===== src/tpg_pkg.sv =====
// Shared constants, codes and types of the RGB565 test pattern generator.
`default_nettype none

package tpg_pkg;

   localparam int COORD_W  = 9;
   localparam int PANEL_W  = 10;
   localparam int CELL_W   = 9;
   localparam int COLOR_W  = 16;
   localparam int MODE_W   = 3;
   localparam int INDEX_W  = 3;
   localparam int T_W      = 8;
   localparam int CHAN_W   = 6;
   localparam int NCHAN    = 3;
   localparam int PROD_W   = CHAN_W + T_W;

   localparam int DIV_NUM_W = COORD_W + T_W;
   localparam int DIV_DEN_W = PANEL_W;
   localparam int DIV_STEP  = 2;
   localparam int TAG_W     = 2 * COORD_W + 1;

   localparam int DEF_MAX_WIDTH  = 512;
   localparam int DEF_MAX_HEIGHT = 512;

   // floor(v/3) == (v*683) >> 11 for every 10-bit v
   localparam logic [PANEL_W-1:0] RECIP3       = 10'd683;
   localparam int                 RECIP3_SHIFT = 11;

   localparam logic [MODE_W-1:0] MODE_COLUMNS   = 3'd0;
   localparam logic [MODE_W-1:0] MODE_ROWS      = 3'd1;
   localparam logic [MODE_W-1:0] MODE_CHECKER   = 3'd2;
   localparam logic [MODE_W-1:0] MODE_DIAGONAL  = 3'd3;
   localparam logic [MODE_W-1:0] MODE_CROSSHAIR = 3'd4;
   localparam logic [MODE_W-1:0] MODE_GRADIENT  = 3'd5;

   localparam logic [INDEX_W-1:0] REG_PATTERN_MODE = 3'd0;
   localparam logic [INDEX_W-1:0] REG_PANEL_WIDTH  = 3'd1;
   localparam logic [INDEX_W-1:0] REG_PANEL_HEIGHT = 3'd2;
   localparam logic [INDEX_W-1:0] REG_CELL_SIZE    = 3'd3;
   localparam logic [INDEX_W-1:0] REG_STRIPE_WIDTH = 3'd4;
   localparam logic [INDEX_W-1:0] REG_LINE_COLOR   = 3'd5;
   localparam logic [INDEX_W-1:0] REG_START_COLOR  = 3'd6;
   localparam logic [INDEX_W-1:0] REG_END_COLOR    = 3'd7;

   localparam logic [MODE_W-1:0]  RST_PATTERN_MODE = MODE_COLUMNS;
   localparam logic [PANEL_W-1:0] RST_PANEL_WIDTH  = 10'd480;
   localparam logic [PANEL_W-1:0] RST_PANEL_HEIGHT = 10'd320;
   localparam logic [CELL_W-1:0]  RST_CELL_SIZE    = 9'd16;
   localparam logic [PANEL_W-1:0] RST_STRIPE_WIDTH = 10'd16;
   localparam logic [COLOR_W-1:0] RST_LINE_COLOR   = 16'hFFFF;
   localparam logic [COLOR_W-1:0] RST_START_COLOR  = 16'h0000;
   localparam logic [COLOR_W-1:0] RST_END_COLOR    = 16'hFFFF;

   localparam logic [COLOR_W-1:0] COLOR_RED     = 16'hF800;
   localparam logic [COLOR_W-1:0] COLOR_GREEN   = 16'h07E0;
   localparam logic [COLOR_W-1:0] COLOR_BLUE    = 16'h001F;
   localparam logic [COLOR_W-1:0] COLOR_WHITE   = 16'hFFFF;
   localparam logic [COLOR_W-1:0] COLOR_BLACK   = 16'h0000;
   localparam logic [COLOR_W-1:0] COLOR_CYAN    = 16'h07FF;
   localparam logic [COLOR_W-1:0] COLOR_MAGENTA = 16'hF81F;

   localparam int CH_B = 0;
   localparam int CH_G = 1;
   localparam int CH_R = 2;

   // Values that follow from the configuration registers alone.
   typedef struct packed {
      logic [DIV_DEN_W-1:0]          den_a;
      logic [DIV_DEN_W-1:0]          den_b;
      logic [PANEL_W-1:0]            third_w;
      logic [PANEL_W-1:0]            two_third_w;
      logic [PANEL_W-1:0]            third_h;
      logic [PANEL_W-1:0]            two_third_h;
      logic [PANEL_W-1:0]            half_w;
      logic [PANEL_W-1:0]            half_h;
      logic [COLOR_W-1:0]            line_color;
      logic [NCHAN-1:0][CHAN_W-1:0]  ch_base;
      logic [NCHAN-1:0][CHAN_W-1:0]  ch_diff;
      logic [NCHAN-1:0]              ch_up;
   } cfg_type;

endpackage

`default_nettype wire


===== src/rgb565_test_pattern_generator.sv =====
// Words pass input, prep, divider, multiply and output registers to the rsp ports.
// Throughput: one pixel per clock while rsp is not stalled; depth is set by the 17-bit divider
// (pipelined, two quotient bits per stage, nine stages) plus input, prep, multiply, output.
// Bubbles close up: each stage advances when it or any later stage has room.
// Reset: synchronous, active high; clears all valid bits and loads register defaults.
`default_nettype none

module rgb565_test_pattern_generator import tpg_pkg::*; #(
   parameter int MAX_WIDTH  = DEF_MAX_WIDTH,
   parameter int MAX_HEIGHT = DEF_MAX_HEIGHT
) (
   input  wire logic               clock,
   input  wire logic               reset,
   // pixel request channel
   input  wire logic               req_valid,
   output logic                    req_stall,
   input  wire logic [COORD_W-1:0] req_pixel_x,
   input  wire logic [COORD_W-1:0] req_pixel_y,
   input  wire logic               req_frame_last_in,
   // color response channel
   output logic                    rsp_valid,
   input  wire logic               rsp_stall,
   output logic      [COLOR_W-1:0] rsp_pixel_color,
   output logic                    rsp_frame_last_out,
   // configuration write port
   input  wire logic               csr_write_en,
   input  wire logic [INDEX_W-1:0] csr_index,
   input  wire logic [COLOR_W-1:0] csr_data
);

   localparam int DIV_STAGES = (DIV_NUM_W + DIV_STEP - 1) / DIV_STEP;
   localparam int ST_PREP    = 1;
   localparam int ST_DIV0    = 2;
   localparam int ST_MUL     = DIV_STAGES + 2;
   localparam int ST_OUT     = DIV_STAGES + 3;
   localparam int NSTG       = DIV_STAGES + 4;

   // ------------------------------------------------------------------
   // Configuration
   // ------------------------------------------------------------------
   logic [MODE_W-1:0] mode;
   cfg_type           cfg;

   tpg_cfg #(
      .MAX_WIDTH  (MAX_WIDTH),
      .MAX_HEIGHT (MAX_HEIGHT)
   ) u_cfg (
      .clock        (clock),
      .reset        (reset),
      .csr_write_en (csr_write_en),
      .csr_index    (csr_index),
      .csr_data     (csr_data),
      .mode         (mode),
      .cfg          (cfg)
   );

   // ------------------------------------------------------------------
   // Pipeline control: one valid bit per stage. A stage may take a new
   // word when any stage at or after it is empty, or the output drains.
   // ------------------------------------------------------------------
   logic [NSTG-1:0] v_ff, v_in;
   logic [NSTG-1:0] ready;
   logic [NSTG-1:0] ld;

   for (genvar k = 0; k < NSTG; k++) begin : g_ctl
      assign ready[k] = !rsp_stall || !(&v_ff[NSTG-1:k]);
      if (k == 0) begin : g_head
         assign ld[k]   = ready[k] && req_valid;
         assign v_in[k] = ready[k] ? req_valid : v_ff[k];
      end else begin : g_body
         assign ld[k]   = ready[k] && v_ff[k-1];
         assign v_in[k] = ready[k] ? v_ff[k-1] : v_ff[k];
      end
   end

   always_ff @(posedge clock) begin
      if (reset) begin
         v_ff <= '0;
      end else begin
         v_ff <= v_in;
      end
   end

   assign req_stall = !ready[0];

   // ------------------------------------------------------------------
   // Stage 0: capture the request word
   // ------------------------------------------------------------------
   logic [COORD_W-1:0] x0_ff, x0_in, y0_ff, y0_in;
   logic               last0_ff, last0_in;

   assign x0_in    = req_pixel_x;
   assign y0_in    = req_pixel_y;
   assign last0_in = req_frame_last_in;

   always_ff @(posedge clock) begin
      if (ld[0]) begin
         x0_ff    <= x0_in;
         y0_ff    <= y0_in;
         last0_ff <= last0_in;
      end
   end

   // ------------------------------------------------------------------
   // Stage 1: pick the dividends for the active pattern.
   //   checkerboard: x / cell and y / cell
   //   diagonal:     (x + y) / stripe
   //   gradient:     (x * 255) / max(w-1, 1)
   // ------------------------------------------------------------------
   logic [DIV_NUM_W-1:0] num_a1_ff, num_a1_in, num_b1_ff, num_b1_in;
   logic [TAG_W-1:0]     tag1_ff, tag1_in;

   always_comb begin
      if (mode == MODE_GRADIENT) begin
         num_a1_in = DIV_NUM_W'({x0_ff, {T_W{1'b0}}}) - DIV_NUM_W'(x0_ff);
      end else if (mode == MODE_DIAGONAL) begin
         num_a1_in = DIV_NUM_W'(x0_ff) + DIV_NUM_W'(y0_ff);
      end else begin
         num_a1_in = DIV_NUM_W'(x0_ff);
      end
      num_b1_in = DIV_NUM_W'(y0_ff);
      tag1_in   = {x0_ff, y0_ff, last0_ff};
   end

   always_ff @(posedge clock) begin
      if (ld[ST_PREP]) begin
         num_a1_ff <= num_a1_in;
         num_b1_ff <= num_b1_in;
         tag1_ff   <= tag1_in;
      end
   end

   // ------------------------------------------------------------------
   // Stages 2 .. 2+DIV_STAGES-1: divider; coordinates ride along as a tag
   // ------------------------------------------------------------------
   logic [DIV_NUM_W-1:0] quo_a, quo_b;
   logic [TAG_W-1:0]     tag_d;

   tpg_div_pipe #(
      .NUM_W (DIV_NUM_W),
      .DEN_W (DIV_DEN_W),
      .STEP  (DIV_STEP),
      .TAG_X (TAG_W)
   ) u_div (
      .clock   (clock),
      .advance (ld[ST_DIV0 +: DIV_STAGES]),
      .num_a   (num_a1_ff),
      .num_b   (num_b1_ff),
      .den_a   (cfg.den_a),
      .den_b   (cfg.den_b),
      .tag_in  (tag1_ff),
      .quo_a   (quo_a),
      .quo_b   (quo_b),
      .tag_out (tag_d)
   );

   // ------------------------------------------------------------------
   // Multiply stage: flat color for the simple patterns, and the
   // gradient channel products |b-a| * t
   // ------------------------------------------------------------------
   function automatic logic [COLOR_W-1:0] thirds(input logic [PANEL_W-1:0] pos,
                                                 input logic [PANEL_W-1:0] third,
                                                 input logic [PANEL_W-1:0] two_third);
      if (pos < third) begin
         thirds = COLOR_RED;
      end else if (pos < two_third) begin
         thirds = COLOR_GREEN;
      end else begin
         thirds = COLOR_BLUE;
      end
   endfunction

   logic [COORD_W-1:0]            xd, yd;
   logic                          lastd;
   logic [T_W-1:0]                t_sat;
   logic [NCHAN-1:0][PROD_W-1:0]  prod_ff, prod_in;
   logic [COLOR_W-1:0]            flat_ff, flat_in;
   logic                          last_m_ff, last_m_in;

   assign {xd, yd, lastd} = tag_d;

   always_comb begin
      // past the right edge the quotient exceeds 255: hold the end color
      t_sat = (|quo_a[DIV_NUM_W-1:T_W]) ? {T_W{1'b1}} : quo_a[T_W-1:0];
      for (int c = 0; c < NCHAN; c++) begin
         prod_in[c] = {{T_W{1'b0}}, cfg.ch_diff[c]} * {{CHAN_W{1'b0}}, t_sat};
      end
      unique case (mode)
         MODE_COLUMNS:   flat_in = thirds(PANEL_W'(xd), cfg.third_w, cfg.two_third_w);
         MODE_ROWS:      flat_in = thirds(PANEL_W'(yd), cfg.third_h, cfg.two_third_h);
         MODE_CHECKER:   flat_in = (quo_a[0] ^ quo_b[0]) ? COLOR_WHITE : COLOR_BLACK;
         MODE_DIAGONAL:  flat_in = quo_a[0] ? COLOR_MAGENTA : COLOR_CYAN;
         MODE_CROSSHAIR: flat_in = (PANEL_W'(xd) == cfg.half_w || PANEL_W'(yd) == cfg.half_h) ?
                                   cfg.line_color : COLOR_BLACK;
         default:        flat_in = COLOR_BLACK;
      endcase
      last_m_in = lastd;
   end

   always_ff @(posedge clock) begin
      if (ld[ST_MUL]) begin
         prod_ff   <= prod_in;
         flat_ff   <= flat_in;
         last_m_ff <= last_m_in;
      end
   end

   // ------------------------------------------------------------------
   // Output stage: divide products by 255, apply to the start color and
   // pick gradient or flat color
   // ------------------------------------------------------------------
   // floor(p/255) == (p + (p>>8) + 1) >> 8 for p up to 63*255
   function automatic logic [CHAN_W-1:0] div255(input logic [PROD_W-1:0] p);
      logic [PROD_W-1:0] s;
      s      = p + (p >> T_W) + PROD_W'(1);
      div255 = s[PROD_W-1:T_W];
   endfunction

   logic [NCHAN-1:0][CHAN_W-1:0] blend;
   logic [COLOR_W-1:0]           color_ff, color_in;
   logic                         last_o_ff, last_o_in;

   always_comb begin
      for (int c = 0; c < NCHAN; c++) begin
         blend[c] = cfg.ch_up[c] ? cfg.ch_base[c] + div255(prod_ff[c])
                                 : cfg.ch_base[c] - div255(prod_ff[c]);
      end
      if (mode == MODE_GRADIENT) begin
         color_in = {blend[CH_R][4:0], blend[CH_G], blend[CH_B][4:0]};
      end else begin
         color_in = flat_ff;
      end
      last_o_in = last_m_ff;
   end

   always_ff @(posedge clock) begin
      if (ld[ST_OUT]) begin
         color_ff  <= color_in;
         last_o_ff <= last_o_in;
      end
   end

   assign rsp_valid          = v_ff[ST_OUT];
   assign rsp_pixel_color    = color_ff;
   assign rsp_frame_last_out = last_o_ff;

   // ------------------------------------------------------------------
   // Checks
   // ------------------------------------------------------------------
   // the request side only stalls when every stage holds a word
   a_stall_only_full: assert property (@(posedge clock) disable iff (reset)
      req_stall |-> ((&v_ff) && rsp_stall))
      else $error("request stalled while the pipeline had room");

   // a word blocked in the prep stage stays put with its dividend intact
   a_prep_holds: assert property (@(posedge clock) disable iff (reset)
      (v_ff[ST_PREP] && !ready[ST_DIV0]) |=> (v_ff[ST_PREP] && $stable(num_a1_ff)))
      else $error("prep stage word lost or changed under stall");

   // reset empties the pipeline
   a_reset_empty: assert property (@(posedge clock)
      reset |=> (!rsp_valid && !req_stall))
      else $error("pipeline not empty after reset");

endmodule

`default_nettype wire


===== src/tpg_cfg.sv =====
// Configuration registers and the registered values derived from them.
`default_nettype none

module tpg_cfg import tpg_pkg::*; #(
   parameter int MAX_WIDTH  = DEF_MAX_WIDTH,
   parameter int MAX_HEIGHT = DEF_MAX_HEIGHT
) (
   input  wire logic               clock,
   input  wire logic               reset,
   input  wire logic               csr_write_en,
   input  wire logic [INDEX_W-1:0] csr_index,
   input  wire logic [COLOR_W-1:0] csr_data,
   output logic      [MODE_W-1:0]  mode,
   output cfg_type                 cfg
);

   localparam int PANEL_MAX = 2 ** PANEL_W - 1;
   localparam int CLAMP_W   = (MAX_WIDTH > PANEL_MAX) ? PANEL_MAX : MAX_WIDTH;
   localparam int CLAMP_H   = (MAX_HEIGHT > PANEL_MAX) ? PANEL_MAX : MAX_HEIGHT;
   localparam int MUL3_W    = 2 * PANEL_W;

   logic [MODE_W-1:0]  mode_ff,   mode_in;
   logic [PANEL_W-1:0] width_ff,  width_in;
   logic [PANEL_W-1:0] height_ff, height_in;
   logic [CELL_W-1:0]  cell_ff,   cell_in;
   logic [PANEL_W-1:0] stripe_ff, stripe_in;
   logic [COLOR_W-1:0] line_ff,   line_in;
   logic [COLOR_W-1:0] start_ff,  start_in;
   logic [COLOR_W-1:0] end_ff,    end_in;
   cfg_type            derived_ff, derived_in;

   logic [PANEL_W-1:0]           w_eff, h_eff, cell_eff, stripe_eff, grad_den;
   logic [MUL3_W-1:0]            w_mul3, h_mul3;
   logic [NCHAN-1:0][CHAN_W-1:0] ch_a, ch_b;

   always_comb begin
      mode_in   = mode_ff;
      width_in  = width_ff;
      height_in = height_ff;
      cell_in   = cell_ff;
      stripe_in = stripe_ff;
      line_in   = line_ff;
      start_in  = start_ff;
      end_in    = end_ff;
      if (csr_write_en) begin
         unique case (csr_index)
            REG_PATTERN_MODE: mode_in   = csr_data[MODE_W-1:0];
            REG_PANEL_WIDTH:  width_in  = csr_data[PANEL_W-1:0];
            REG_PANEL_HEIGHT: height_in = csr_data[PANEL_W-1:0];
            REG_CELL_SIZE:    cell_in   = csr_data[CELL_W-1:0];
            REG_STRIPE_WIDTH: stripe_in = csr_data[PANEL_W-1:0];
            REG_LINE_COLOR:   line_in   = csr_data;
            REG_START_COLOR:  start_in  = csr_data;
            REG_END_COLOR:    end_in    = csr_data;
         endcase
      end
   end

   always_ff @(posedge clock) begin
      if (reset) begin
         mode_ff   <= RST_PATTERN_MODE;
         width_ff  <= RST_PANEL_WIDTH;
         height_ff <= RST_PANEL_HEIGHT;
         cell_ff   <= RST_CELL_SIZE;
         stripe_ff <= RST_STRIPE_WIDTH;
         line_ff   <= RST_LINE_COLOR;
         start_ff  <= RST_START_COLOR;
         end_ff    <= RST_END_COLOR;
      end else begin
         mode_ff   <= mode_in;
         width_ff  <= width_in;
         height_ff <= height_in;
         cell_ff   <= cell_in;
         stripe_ff <= stripe_in;
         line_ff   <= line_in;
         start_ff  <= start_in;
         end_ff    <= end_in;
      end
   end

   always_comb begin
      w_eff = (width_ff > PANEL_W'(CLAMP_W)) ? PANEL_W'(CLAMP_W) : width_ff;
      h_eff = (height_ff > PANEL_W'(CLAMP_H)) ? PANEL_W'(CLAMP_H) : height_ff;
      cell_eff   = (cell_ff == '0) ? PANEL_W'(1) : PANEL_W'(cell_ff);
      stripe_eff = (stripe_ff == '0) ? PANEL_W'(1) : stripe_ff;
      grad_den   = (w_eff > PANEL_W'(1)) ? w_eff - PANEL_W'(1) : PANEL_W'(1);
      w_mul3 = MUL3_W'(w_eff) * MUL3_W'(RECIP3);
      h_mul3 = MUL3_W'(h_eff) * MUL3_W'(RECIP3);

      ch_a[CH_R] = {1'b0, start_ff[15:11]};
      ch_a[CH_G] = start_ff[10:5];
      ch_a[CH_B] = {1'b0, start_ff[4:0]};
      ch_b[CH_R] = {1'b0, end_ff[15:11]};
      ch_b[CH_G] = end_ff[10:5];
      ch_b[CH_B] = {1'b0, end_ff[4:0]};

      derived_in.den_b = cell_eff;
      if (mode_ff == MODE_GRADIENT) begin
         derived_in.den_a = grad_den;
      end else if (mode_ff == MODE_DIAGONAL) begin
         derived_in.den_a = stripe_eff;
      end else begin
         derived_in.den_a = cell_eff;
      end
      derived_in.third_w     = PANEL_W'(w_mul3 >> RECIP3_SHIFT);
      derived_in.two_third_w = PANEL_W'(w_mul3 >> RECIP3_SHIFT) << 1;
      derived_in.third_h     = PANEL_W'(h_mul3 >> RECIP3_SHIFT);
      derived_in.two_third_h = PANEL_W'(h_mul3 >> RECIP3_SHIFT) << 1;
      derived_in.half_w      = w_eff >> 1;
      derived_in.half_h      = h_eff >> 1;
      derived_in.line_color  = line_ff;
      for (int c = 0; c < NCHAN; c++) begin
         derived_in.ch_base[c] = ch_a[c];
         derived_in.ch_up[c]   = (ch_b[c] >= ch_a[c]);
         derived_in.ch_diff[c] = (ch_b[c] >= ch_a[c]) ? ch_b[c] - ch_a[c] : ch_a[c] - ch_b[c];
      end
   end

   always_ff @(posedge clock) begin
      derived_ff <= derived_in;
   end

   assign mode = mode_ff;
   assign cfg  = derived_ff;

endmodule

`default_nettype wire


===== src/tpg_div_pipe.sv =====
// Two-lane pipelined restoring divider, up to STEP quotient bits per stage.
`default_nettype none

module tpg_div_pipe import tpg_pkg::*; #(
   parameter int NUM_W = DIV_NUM_W,
   parameter int DEN_W = DIV_DEN_W,
   parameter int STEP  = DIV_STEP,
   parameter int TAG_X = TAG_W,
   localparam int STAGES = (NUM_W + STEP - 1) / STEP
) (
   input  wire logic              clock,
   input  wire logic [STAGES-1:0] advance,
   input  wire logic [NUM_W-1:0]  num_a,
   input  wire logic [NUM_W-1:0]  num_b,
   input  wire logic [DEN_W-1:0]  den_a,
   input  wire logic [DEN_W-1:0]  den_b,
   input  wire logic [TAG_X-1:0]  tag_in,
   output logic      [NUM_W-1:0]  quo_a,
   output logic      [NUM_W-1:0]  quo_b,
   output logic      [TAG_X-1:0]  tag_out
);

   localparam int W = DEN_W + NUM_W;

   // remainder in the upper DEN_W bits, dividend shifting out / quotient shifting in below
   function automatic logic [W-1:0] div_step(input logic [W-1:0]     work,
                                             input logic [DEN_W-1:0] den);
      logic [W:0]     sh;
      logic [DEN_W:0] hi;
      sh = {work, 1'b0};
      hi = sh[W:NUM_W];
      if (hi >= {1'b0, den}) begin
         hi    = hi - {1'b0, den};
         sh[0] = 1'b1;
      end
      div_step = {hi[DEN_W-1:0], sh[NUM_W-1:0]};
   endfunction

   logic [W-1:0]     work_a_ff [STAGES];
   logic [W-1:0]     work_b_ff [STAGES];
   logic [W-1:0]     work_a_in [STAGES];
   logic [W-1:0]     work_b_in [STAGES];
   logic [TAG_X-1:0] tag_ff    [STAGES];
   logic [TAG_X-1:0] tag_pipe_in [STAGES];

   for (genvar k = 0; k < STAGES; k++) begin : g_stage
      localparam int LEFT  = NUM_W - k * STEP;
      localparam int NSTEP = (LEFT < STEP) ? LEFT : STEP;

      logic [W-1:0] chain_a [NSTEP+1];
      logic [W-1:0] chain_b [NSTEP+1];

      if (k == 0) begin : g_first
         assign chain_a[0]     = {{DEN_W{1'b0}}, num_a};
         assign chain_b[0]     = {{DEN_W{1'b0}}, num_b};
         assign tag_pipe_in[k] = tag_in;
      end else begin : g_next
         assign chain_a[0]     = work_a_ff[k-1];
         assign chain_b[0]     = work_b_ff[k-1];
         assign tag_pipe_in[k] = tag_ff[k-1];
      end

      for (genvar i = 0; i < NSTEP; i++) begin : g_bit
         assign chain_a[i+1] = div_step(chain_a[i], den_a);
         assign chain_b[i+1] = div_step(chain_b[i], den_b);
      end

      assign work_a_in[k] = chain_a[NSTEP];
      assign work_b_in[k] = chain_b[NSTEP];

      always_ff @(posedge clock) begin
         if (advance[k]) begin
            work_a_ff[k] <= work_a_in[k];
            work_b_ff[k] <= work_b_in[k];
            tag_ff[k]    <= tag_pipe_in[k];
         end
      end
   end

   assign quo_a   = work_a_ff[STAGES-1][NUM_W-1:0];
   assign quo_b   = work_b_ff[STAGES-1][NUM_W-1:0];
   assign tag_out = tag_ff[STAGES-1];

endmodule

`default_nettype wire

===== config.mk =====
export PLATFORM = sky130hd
export DESIGN_NAME = rgb565_test_pattern_generator
export DESIGN_NICKNAME = d
export VERILOG_FILES = /design/src/tpg_pkg.sv /design/src/rgb565_test_pattern_generator.sv /design/src/tpg_cfg.sv /design/src/tpg_div_pipe.sv
export SDC_FILE = /design/constraint.sdc
export NUM_CORES = 2
export LEC_CHECK = 0
export BUFFER_PORTS_ARGS = -buffer_cell sky130_fd_sc_hd__buf_4
export CORE_MARGIN = 1
export CORE_UTILIZATION = 28
export CTS_CLUSTER_SIZE = 24
export DETAILED_ROUTE_END_ITERATION = 8
export GPL_TIMING_DRIVEN = 0
export PLACE_DENSITY = 0.39
export SYNTH_ARGS = -nofsm -noshare
export SYNTH_HDL_FRONTEND = slang
export SYNTH_SLANG_ARGS = --single-unit

===== constraint.sdc =====
create_clock -name clock -period 8.8 [get_ports clock]
set_input_delay 1.76 -clock clock [delete_from_list [all_inputs] [get_ports clock]]
set_output_delay 1.76 -clock clock [all_outputs]
set_load 0.01 [all_outputs]

After elaboration in Yosys (flattened, before gate mapping)
Memories as Yosys holds them, arrays and structs flattened.
Index checks and enable logic that the tools add are counted.
Word-level totals
  flip-flop bits (word level): 352
  bits in latches: 0
  RAM bits: 657
  bits in read-only memories: 0
  bits of input ports: 43
  output and inout port bits: 19
  word-level logic and storage cells: 348
  memories kept: 3
Operators by class
  add/sub/neg operators: 55
  multiply operators: 5
  divide/modulo/power cells: 0
  magnitude comparators: 44
  equality and inequality tests: 14
  shift-type cells: 0
  muxes and demuxes: 111
  bitwise logic cells: 1
  reduce and logical (&&, ||, !) cells: 67
Memory list
  u_div.work_a_ff: depth 9, width 27, rd ports 9, clocked after Yosys merged registers in 0, wr ports 9, line tpg_div_pipe.sv:39  | logic [W-1:0] work_a_ff [STAGES];
  u_div.work_b_ff: depth 9, width 27, rd ports 9, clocked after Yosys merged registers in 0, wr ports 9, line tpg_div_pipe.sv:40  | logic [W-1:0] work_b_ff [STAGES];
  u_div.tag_ff: depth 9, width 19, rd ports 9, clocked after Yosys merged registers in 0, wr ports 9, line tpg_div_pipe.sv:43  | logic [TAG_X-1:0] tag_ff [STAGES];
Operator list (count)
  $mux W10: 41
  $ge A11 B10 Y1: 32
  $sub A10 B10 Y10: 32
  $mux W16: 6
  $pmux W16 S5: 1
  $mux W1: 52
  $mul A6 B8 Y14: 3
  $mul A10 B10 Y20 const B: 2
  $add A13 B1 Y13 const B: 2
  $add A13 B6 Y13: 2
  $mux W6: 4
  $sub A5 B5 Y6: 4
  $mux W11: 2
  $gt A10 B10 Y1 const B: 2
  $lt A9 B10 Y1: 2
  $eq A3 B3 Y1 const B: 6
  $eq A9 B9 Y1: 2
  $lt A9 B9 Y1: 2
  $reduce_and A2 Y1: 9
  $sub A6 B6 Y6: 3
  $mux W17: 1
  $sub A17 B9 Y17: 1
  $logic_not A1 Y1: 15
  $add A14 B1 Y14 const B: 1
  36 further kinds: 70

Depth between registers and ports, before layout
  depth in word-level cells: 6
  mapped depth: 22

Cells and area by module
From an unflattened synthesis, not the netlist that was laid out.
Unflattened totals
  cell total of the unflattened synthesis: 5199
  area total of the unflattened synthesis: 58848.9 um2
Modules (own cells, without submodules)
  tpg_div_pipe: times used 1, cells an instance 2822, area an instance 35595.4 um2, sequential area each 19128.3 um2
  rgb565_test_pattern_generator: times used 1, cells an instance 1243, area an instance 12408.2 um2, sequential area each 4194.0 um2
  tpg_cfg: times used 1, cells an instance 1134, area an instance 10845.4 um2, sequential area each 3963.8 um2

Worst setup path after synthesis
No wires, ideal clock.
  path kind: input-to-reg
  start point: input rsp_stall
  end point: memory u_div.tag_ff[0][19] (netlist bit) (enable)
  setup time: 0.556 ns
  arrival time: 6.752 ns
  required time: 8.244 ns
  setup slack: 1.492 ns
  cell stages on the path: 5
  buffers on the path: 0
  cells stage by stage: and4_1 -> and3_1 -> and3_1 -> and3_1 -> a21boi_0
RTL lines
  start: declaration: line rgb565_test_pattern_generator.sv:22  | input wire logic rsp_stall,
  end: declaration: line tpg_div_pipe.sv:43

==> impl_metrics.json <==
{
  "hp-start": "u_cfg.line_ff[13]",
  "cts_tree": "done",
  "fin_cells": 7538,
  "synthArstFlopShare": 0,
  "netlist_area_um2": 52600,
  "dp.cells": 7353,
  "synth_cells": 4794,
  "max_freq_mhz": 150,
  "cp-start-kind": "flip-flop",
  "worstPathArrival_ns": 7.12,
  "cp_data_required_time_ns": 9.26,
  "dr.pass1.iters": 5,
  "grt_max_degree": 58,
  "nets": 5770,
  "seq_power_share": 0.382,
  "power_switching_uw": 3570,
  "vias_per_cell": 4.66,
  "grt_pass1_wl_mm": 215,
  "path_class": "reg -> reg",
  "min_to": "u_cfg.cfg[52]",
  "hold_viol_final": 0,
  "pre_cts_ws_ns": 2.00,
  "start_util": 0.283,
  "wl_mm": 139,
  "wire_per_inst_um": 18.4,
  "htree_levels": 3,
  "syn_area_per_cell_um2": 11.0,
  "fillers": 18900,
  "rows": 158,
  "postCtsSetupBuffers": 0,
  "grt_use_total": 0.146,
  "ys_dominant_reg_cell": "edfxtp_1",
  "power.density_nw_per_um2": 198,
  "worst_pin_slew_ns": 1.34,
  "status": "complete, no violations",
  "gp_congestion": 0.782,
  "dr_total_vias": 35200,
  "min_path_type": "reg -> reg",
  "die_x_um": 435,
  "setup_violations": 0,
  "layout_common_cells": "edfxtp_1, ha_1, nand2_1",
  "power_frac_comb": 0.274,
  "clk_path_buf_depth": 3,
  "period_share": 0.757,
  "r2r_slack_ns": 2.14,
  "fin_util": 0.322,
  "setup.worst_path.end_class": "flip-flop",
  "regToRegEndpoint": "u_div.work_a_ff[0][51]",
  "dieArea_um2": 190000,
  "post_cts_resized": 0,
  "synth_edf_count": 616,
  "min_path_cells": 0,
  "yosysSeqAreaShare": 0.432,
  "wl_met3_mm": 3.85,
  "leakage_uw": 0.0238,
  "design.portCount": 62,
  "yosys_warnings": 0,
  "grt_overflow_total": 0,
  "clock_skew_ns": 0.0377,
  "numClockSinks": 827,
  "area_growth_pct": 14.0,
  "drtIter0Drc": 1690,
  "drc": 0,
  "highest_layer": "met5",
  "die_h_um": 435,
  "power_uw": 11900,
  "rsz0062_at_grt": "false",
  "hpwl_mm": 104,
  "drive_gt1_frac": 0.0765,
  "core_um2": 186000,
  "m1WireLength_mm": 67.1,
  "ctsHoldBuffers": 0,
  "period_minus_slack_ns": 6.66,
  "layout_commonest_cell": "edfxtp_1",
  "cts_buffers": 99,
  "p_int_uw": 8320,
  "maxSlewHeadroom": 0.108,
  "drv_slew": 0,
  "antenna_left": 0,
  "drv_cap": 0,
  "pwr-share-clk": 0.344,
  "crit_fanout": 26,
  "clkTransAtPathRegs_ns": 0.06,
  "met2_length_mm": 64.7,
  "ys_ff_latch": 827,
  "r2r_start": "u_cfg.cfg[126]",
  "cts_root_buf": "clkbuf_16",
  "synth_nets": 5590,
  "vdd_drop_max_mv": 0.236,
  "grt_pass1_vias": 35800,
  "setup_slack_ns": 2.14,
  "grt_antenna_before_repair": 2,
  "io_buffers": 55,
  "clk_latency_ns": 0.72,
  "ys_types": 85,
  "swShare": 0.300,
  "rr_worst_depth": 22
}
[kinds of logic (layout without fill, tap and decap cells)]
family,Yosys count,count (layout),synth area share
muxes,212,212,0.0447
AOI/OAI and AO/OA,954,954,0.117
other,0,2,0
buffers and inverters,472,734,0.0342
adders and majority gates,753,753,0.201
DFF,827,827,0.432
and+or+nand+nor,1268,1268,0.120
xor gates and xnor gates,308,308,0.0513
[synthesized netlist by cell type (20+ instances only)]
cell | n | area, um^2
or2_2 | 20 | 125
nand2_1 | 384 | 1440
and3_1 | 21 | 131
nor2b_1 | 120 | 751
o21ai_1 | 36 | 180
inv_1 | 369 | 1390
o211ai_1 | 23 | 173
mux2i_1 | 58 | 581
a31oi_1 | 23 | 144
a21oi_1 | 274 | 1370
a211oi_1 | 26 | 195
or3_1 | 27 | 169
a21o_1 | 131 | 983
mux2_1 | 61 | 687
and2_1 | 100 | 626
nor3_1 | 87 | 435
nand3b_1 | 28 | 210
nand3_1 | 40 | 200
nand2b_1 | 60 | 375
xor2_1 | 107 | 937
mux2_2 | 84 | 946
xnor2_1 | 201 | 1760
nand4_1 | 58 | 363
o21ai_0 | 182 | 911
nor2_1 | 261 | 980
o21a_1 | 59 | 443
clkbuf_1 | 84 | 315
edfxtp_1 | 616 | 18500
dfxtp_1 | 211 | 4220
a211o_1 | 22 | 193
ha_1 | 598 | 7480
fa_1 | 155 | 3100
[cell type report]
type                    count  area [um^2]  share of cell area
plain buffers              99          398             0.00664
inverters                 373         1400              0.0234
flip-flops and latches    827        22700               0.379
well taps                2480         3100              0.0518
multi-input cells        3495        28200               0.470
diodes                      2         5.00           0.0000835
repair buffers             79          963              0.0161
clock buffers             132         2680              0.0448
clock inverters            51          512             0.00854
[stage by stage]
stage,hold WS [ns],TNS [ns],cell area (um^2)
after floorplan,0.324,0,52600
after global placement,0.330,-280.35,56100
after detailed placement,0.329,0,56700
after CTS,0.332,0,59900
after global routing,0.332,0,59900
final,0.336,0,59900
[critical path, stage by stage, from the launching register on]
cell and delay, ns:
dfxtp_1 1.06, inv_2 0.27, buf_12 0.27, ha_1 0.32
nor2b_1 0.15, o31a_1 0.27, o41a_1 0.36, a221o_1 0.37
a21oi_1 0.32, buf_2 0.31, nor2_1 0.06, a21oi_1 0.28
inv_1 0.08, ha_1 0.30, nor2b_1 0.13, o21a_1 0.18
o31ai_1 0.33, a21oi_1 0.17, a21o_1 0.21, a21oi_1 0.23
o211ai_1 0.14, buf_2 0.24, mux2_1 0.35
[flip-flops by register name (all words and copies together) (netlist names), 3 cells and up]
register         flops
u_cfg.line_ff       16
x0_ff                9
y0_ff                9
u_cfg.end_ff        16
u_cfg.height_ff     10
u_cfg.start_ff      16
rsp_pixel_color     16
num_a1_ff           17
u_div.work_b_ff     81
u_cfg.width_ff      10
u_cfg.cfg          108
v_ff                13
u_cfg.mode           3
u_div.work_a_ff    233
u_cfg.cell_ff        9
u_cfg.stripe_ff     10
flat_ff             16
prod_ff             42
tag1_ff             19
u_div.tag_ff       171
[worst max path at each step]
stage / slack (ns) / end / startpoint / depth (start not counted)
final: 2.14 / u_div.work_a_ff[0][51] / u_cfg.cfg[126] / 22
after floorplan: 1.49 / u_div.tag_ff[0][19] / rsp_stall / 5
after detailed placement: 2.00 / u_div.work_a_ff[0][51] / u_cfg.cfg[126] / 22
after CTS: 2.01 / u_div.work_a_ff[0][51] / u_cfg.cfg[126] / 22
after global placement: -2.65 / u_div.work_a_ff[0][50] / rsp_stall / 6
after global routing: 1.53 / u_div.work_a_ff[0][51] / u_cfg.cfg[126] / 22
[power by group through the flow]
stage / sequential [uW] / clock, uW / combinational [uW]
2_1_floorplan: 4580 / 0 / 2600
4_1_cts: 4540 / 4260 / 3340
6_report: 4540 / 4090 / 3260
5_1_grt: 4550 / 4400 / 3770
3_5_place_dp: 4630 / 0 / 3310
3_3_place_gp: 4630 / 0 / 3310
[layer usage]
| metal | GRT usage | up-vias |
|---|---|---|
| met2 | 0.244 | 379 |
| met1 | 0.197 | 16900 |
| li1 | - | 17700 |
| met4 | 0.0367 | 2 |
| met3 | 0.0211 | 169 |
| met5 | 0 | - |
Note: power is estimated with default switching activity, not from simulation.
